[config.mk]
export PLATFORM = sky130hd
export DESIGN_NAME = pwh_ctrl
export DESIGN_NICKNAME = d
export VERILOG_FILES = /design/src/rtl/core/pwh_pkg.sv /design/src/rtl/core/pwh_ctrl.sv
export SDC_FILE = /design/constraint.sdc
export NUM_CORES = 1
export LEC_CHECK = 0
export ABC_CLOCK_PERIOD_IN_PS = 5260
export BUFFER_PORTS_ARGS = -buffer_cell sky130_fd_sc_hd__buf_2
export CAP_MARGIN = 5
export CORE_MARGIN = 1.5
export CORE_UTILIZATION = 62
export CTS_CLUSTER_SIZE = 25
export DETAILED_ROUTE_END_ITERATION = 8
export PLACE_DENSITY = 0.82
export SLEW_MARGIN = 0
export SYNTH_ARGS = -nofsm -noshare
export SYNTH_HDL_FRONTEND = slang
export SYNTH_SLANG_ARGS = --single-unit
[constraint.sdc]
create_clock -name clk -period 5.26 [get_ports clk]
set_input_delay 1.052 -clock clk [delete_from_list [all_inputs] [get_ports clk]]
set_output_delay 1.052 -clock clk [all_outputs]
set_load 0.1 [all_outputs]
[src/rtl/core/pwh_pkg.sv]
// Package for the polygon-with-holes containment core.
// Holds sizes, item kinds, status codes and controller/datapath structs.
package pwh_pkg;
  localparam int MaxVertices = 1024;
  localparam int MaxRings = 16;
  localparam int CoordWidth = 16;
  localparam int VaddrWidth = $clog2(MaxVertices);
  localparam int VcntWidth = $clog2(MaxVertices + 1);
  localparam int RaddrWidth = (MaxRings > 1) ? $clog2(MaxRings) : 1;
  localparam int RcntWidth = $clog2(MaxRings + 1);
  localparam int DiffWidth = CoordWidth + 1;
  localparam int ProdWidth = 2 * DiffWidth;

  localparam logic [1:0] KindClear = 2'd0;
  localparam logic [1:0] KindAppend = 2'd1;
  localparam logic [1:0] KindQuery = 2'd2;

  localparam logic [1:0] StatusOk = 2'd0;
  localparam logic [1:0] StatusVertFull = 2'd1;
  localparam logic [1:0] StatusRingFull = 2'd2;

  // Commands from the controller to the datapath.
  typedef struct packed {
    logic                  ring_clear;  // clear crossing parity
    logic                  edge_first;  // load the ring's last vertex as previous
    logic                  edge_step;   // evaluate one edge on read data
    logic                  rd_en;
    logic [VaddrWidth-1:0] rd_addr;
  } pwh_cmd_t;

  // Status back from the datapath.
  typedef struct packed {
    logic parity;
  } pwh_sts_t;
endpackage

[src/rtl/core/pwh_ctrl.sv]
// Controller: region bookkeeping, ring table and query sequencer.
// Depends on pwh_pkg.
module pwh_ctrl (
  input  logic                           clk,
  input  logic                           rst,
  input  logic                           in_valid,
  output logic                           in_ready,
  input  logic [1:0]                     kind,
  input  logic                           ring_end,
  output logic                           out_valid,
  input  logic                           out_ready,
  output logic [1:0]                     status,
  output logic                           point_inside,
  output logic                           in_outer,
  output logic                           hole_hit,
  output logic [3:0]                     hole_index,
  output logic                           wr_en,
  output logic [pwh_pkg::VaddrWidth-1:0] wr_addr,
  output logic                           q_load,
  output pwh_pkg::pwh_cmd_t              cmd,
  input  pwh_pkg::pwh_sts_t              sts
);
  import pwh_pkg::*;

  typedef enum logic [2:0] {
    StIdle, StRingStart, StFirst, StEdges, StDrain, StDecide
  } state_t;

  localparam int DrainCycles = 4;

  state_t                 state;
  logic [VcntWidth-1:0]   vertex_count;
  logic [RcntWidth-1:0]   ring_count;
  logic [VcntWidth-1:0]   ring_end_table [MaxRings];
  logic [RcntWidth-1:0]   ring;
  logic [VcntWidth-1:0]   ring_s, ring_e, idx;
  logic [2:0]             drain;
  logic                   accept, out_free;

  assign out_free = !out_valid || out_ready;
  assign in_ready = (state == StIdle) && out_free;
  assign accept = in_valid && in_ready;

  // Vertex writes happen directly on an accepted append while ring table and vertex memory have room.
  always_comb begin
    wr_en = accept && kind == KindAppend && ring_count < RcntWidth'(MaxRings)
            && vertex_count < VcntWidth'(MaxVertices);
    wr_addr = vertex_count[VaddrWidth-1:0];
    q_load = accept && kind == KindQuery;
  end

  // Sequencer state and registered outputs.
  always_ff @(posedge clk) begin
    cmd <= '0;
    if (rst) begin
      state <= StIdle;
      vertex_count <= '0;
      ring_count <= '0;
      out_valid <= 1'b0;
    end else begin
      if (out_valid && out_ready) out_valid <= 1'b0;
      unique case (state)
        StIdle: if (accept) begin
          status <= StatusOk;
          point_inside <= 1'b0;
          in_outer <= 1'b0;
          hole_hit <= 1'b0;
          hole_index <= '0;
          unique case (kind)
            KindClear: begin
              vertex_count <= '0;
              ring_count <= '0;
              out_valid <= 1'b1;
            end
            KindAppend: begin
              out_valid <= 1'b1;
              if (ring_count >= RcntWidth'(MaxRings)) status <= StatusRingFull;
              else if (vertex_count >= VcntWidth'(MaxVertices))
                status <= StatusVertFull;
              else begin
                vertex_count <= vertex_count + 1'b1;
                if (ring_end) begin
                  ring_end_table[ring_count[RaddrWidth-1:0]] <= vertex_count + 1'b1;
                  ring_count <= ring_count + 1'b1;
                end
              end
            end
            KindQuery: begin
              ring <= '0;
              if (ring_count == '0) out_valid <= 1'b1;
              else state <= StRingStart;
            end
            default: out_valid <= 1'b1;
          endcase
        end
        StRingStart: begin
          ring_s <= (ring == '0) ? '0
                    : ring_end_table[RaddrWidth'(ring - 1'b1)];
          ring_e <= ring_end_table[ring[RaddrWidth-1:0]];
          cmd.ring_clear <= 1'b1;
          state <= StFirst;
        end
        StFirst: begin
          if (ring_s >= ring_e) begin
            drain <= 3'(DrainCycles);
            state <= StDrain;
          end else begin
            cmd.rd_en <= 1'b1;
            cmd.rd_addr <= VaddrWidth'(ring_e - 1'b1);
            cmd.edge_first <= 1'b1;
            idx <= ring_s;
            state <= StEdges;
          end
        end
        StEdges: begin
          cmd.rd_en <= 1'b1;
          cmd.rd_addr <= idx[VaddrWidth-1:0];
          cmd.edge_step <= 1'b1;
          idx <= idx + 1'b1;
          if (idx + 1'b1 >= ring_e) begin
            drain <= 3'(DrainCycles);
            state <= StDrain;
          end
        end
        StDrain: begin
          drain <= drain - 1'b1;
          if (drain == 3'd0) state <= StDecide;
        end
        StDecide: begin
          if (ring == '0) begin
            if (!sts.parity || ring_count == RcntWidth'(1)) begin
              in_outer <= sts.parity;
              point_inside <= sts.parity;
              out_valid <= 1'b1;
              state <= StIdle;
            end else begin
              in_outer <= 1'b1;
              ring <= ring + 1'b1;
              state <= StRingStart;
            end
          end else if (sts.parity) begin
            point_inside <= 1'b0;
            hole_hit <= 1'b1;
            hole_index <= 4'(ring - 1'b1);
            out_valid <= 1'b1;
            state <= StIdle;
          end else if (ring + 1'b1 >= ring_count) begin
            point_inside <= 1'b1;
            out_valid <= 1'b1;
            state <= StIdle;
          end else begin
            ring <= ring + 1'b1;
            state <= StRingStart;
          end
        end
        default: state <= StIdle;
      endcase
    end
  end
endmodule

==> impl_results.md <==
* Setup-failing EPs final at 0
* Syn Std Cell Area at between 0.01 and 0.015 sq mm
* Root Driver: clkbuf_16
* Post-synth cell types at 54
* RR Startpoint: ring[1]
* Critical path arrival at 2740 ps
* Antenna-violating nets left at 0
* Hold path depth at 2
* CP Launch Type: input pin
* Worst skew pair latency at about 540 ps
* Most common cell in the netlist: edfxtp_1
* Reg2reg setup slack at 1930 ps
* Hold-fix buffers, CTS at 0
* Grt ovf at 0
* Crit path max fanout at 11
* Clock transition at path regs at 60 ps
* DRT iter0 DRCs at roughly 770
* Worst-Margin Slew at around 1400 ps
* Clock Skew at approximately 15 ps
* Post-CTS setup repair buffer count at 0
* HP Class: flop to flop
* Gpl congestion at approximately 0.89
* Syn_area_per_cell at around 15 sq um
* R2R Path End: ring_s[3]
* Synth async-reset ratio at 0
* Post-synth EDFFs at approximately 230
* Commonest cells post-synth: edfxtp_1, mux4_2, nor2_1, ha_1, dfxtp_1
* Non-filler cells, final at ~1200
* Max-slew violations at 0
* Starting Density at 0.6315
* TritonCTS buffer count at 27
* Status: finished, final reports clean
* IO Port Bufs at 44
* Area grow syn2layout at 10.68%
* Via density at between 6 and 7
* Max IR drop VDD at 0.2835 mV
* Crit path kind: input pin to output pin
* Core Region at 0.02017 sq mm
* First-pass GRT wire length at 46480 um
* Ys Warns at 0
* Power Dens Cells at roughly 300 mW/mm^2
* Period Utilization, post-route at 0.7216
* Vias at between 7000 and 8000
* Hold Vio Cnt, Final at 0
* Post-layout net count at slightly above 900
* Dpl hpwl at between 15000 and 20000 um
* # DRC at 0
* Largest net degree at the start of global routing at 93
* Initial DRT Pass Iterations at 6
* Rows at 52
* CTS Sinks at 260
* Overall routing resource usage at 0.2872
* Max Cap Violations at 0
* Initial antenna violation count at 3
* Die extent in y at between 100 and 150 um
* Post-cts resize count at 0
* Ranking of synthesized cells by area: edfxtp_1, mux4_2, dfxtp_1, ha_1, xnor2_1
* Yosys top cell area share at 0.5328
* CP endpoint kind: output pin
* Setup TNS at 0 ps
* Synthesized flop and latch total at 260
* FF-to-FF path depth at 8
* Hold EP: cmd[9]
* Slew margin rel. at 0.08296
* # diodes at 0
* FMAX at between 200 and 300 MHz
* Clock Tree Buf Depth at 3
* H-Tree Depth at 1
* Post-synthesis cell count at approximately 830
* Tmin final at between 3000 and 4000 ps
* Syn_nets at about 900
* Die Span X at 146.3 um
* Largest area contributor in the netlist: edfxtp_1
* Boundary pin count at 45
* Die area at 0.02141 sq mm
* Leak at between 4 and 5 nW
* RSZ-0062 raised after global routing: no
* Sequential cell area fraction in the yosys report at 0.5862
* Avg WL per Cell at between 20 and 30 um
* CTS tree: yes
* Critical Path RT at 4210 ps
* Main flop type after synthesis: edfxtp_1
* Total placed cells including tap cells at roughly 1100
* Drt total wl at 29750 um
* Layout cells sized above 1 at 0.2601
* Number of global-route vias before repair at approximately 8000
* Hold wc startpoint: idx[9]
worst max path at each step:
| stage | cells past startpoint | startpoint | slack (ps) | endpoint |
|---|---|---|---|---|
| detailed placement | 6 | kind[1] | 1510 | wr_en |
| global placement | 6 | kind[1] | 1700 | wr_en |
| global route | 5 | state[2] | 1340 | wr_en |
| floorplan | 2 | rst | 1290 | ring_e[0] |
| CTS | 6 | kind[1] | 1500 | wr_en |
| finish | 6 | kind[1] | 1460 | wr_en |
sequential cells by signal, indices dropped and copies added (netlist names), 4 cells and up:
register and cells:
ring_count 5, ring 5, hole_index 4, ring_end_table 176
cmd 14, ring_s 11, ring_e 11, vertex_count 11
idx 11
metrics by stage:
step	worst slack, ps	cell area, sq um	total power [mW]	utilization	hold slack (ps)
finish	1464	14100	4.238	0.6989	477.9
global route	1337	14100	4.351	0.6989	503.8
CTS	1497	14060	4.253	0.6971	485.7
detailed placement	1512	13210	2.419	0.6548	468.2
global placement	1705	13210	2.414	0.6548	461.6
floorplan	1290	12740	2.385	-	443.4
cells in the final DEF (no fill, tap or decap), drive strengths merged, types with 33 or more instances in the layout:
cell type,instances
inv,34
dfxtp,34
edfxtp,226
clkbuf,33
nor2,53
nand2,33
mux4,99
ha,42
buf,70
cell families after synthesis:
kind of cell / Yosys count / share of synthesized area
adders and majority gates: 42 / 0.04126
xor gates and xnor gates: 34 / 0.02338
DFF: 260 / 0.5862
muxes: 120 / 0.1925
AOI/OAI and AO/OA: 97 / 0.04951
and+or+nand+nor: 183 / 0.07427
buffers and inverters: 89 / 0.03281
routing by layer:
| metal | track usage | vias up | share of wire | wire, um |
|---|---|---|---|---|
| met5 | 0 | - | 0.00091 | 27 |
| met4 | 0.09141 | 4 | 0.033 | 996 |
| met3 | 0.05750 | 87 | 0.10 | 2962 |
| met2 | 0.4872 | 473 | 0.50 | 14930 |
| met1 | 0.3776 | 3973 | 0.36 | 10820 |
| li1 | - | 3323 | - | - |
cell type report:
cell class / instances / area [sq um]
sequential: 260 / 7467
fill: 1293 / 6072
multi-input combinational: 476 / 4876
clock buffer: 33 / 698.2
timing repair buffer: 70 / 435.4
tap: 270 / 337.8
clock inverter: 15 / 155.1
inverter: 34 / 127.6
worst max-delay path, stage by stage:
cell,delay (ps)
buf_2,130
nand2b_1,200
nor3_1,240
nand2b_1,280
inv_1,340
buf_2,500
power breakdown:
group	switching (mW)	internal, mW
Clock	0.772	1.09
Combinational	0.103	0.0425
Sequential	0.00509	2.23
Total	0.880	3.36
Note: power is estimated with default switching activity, not from simulation.
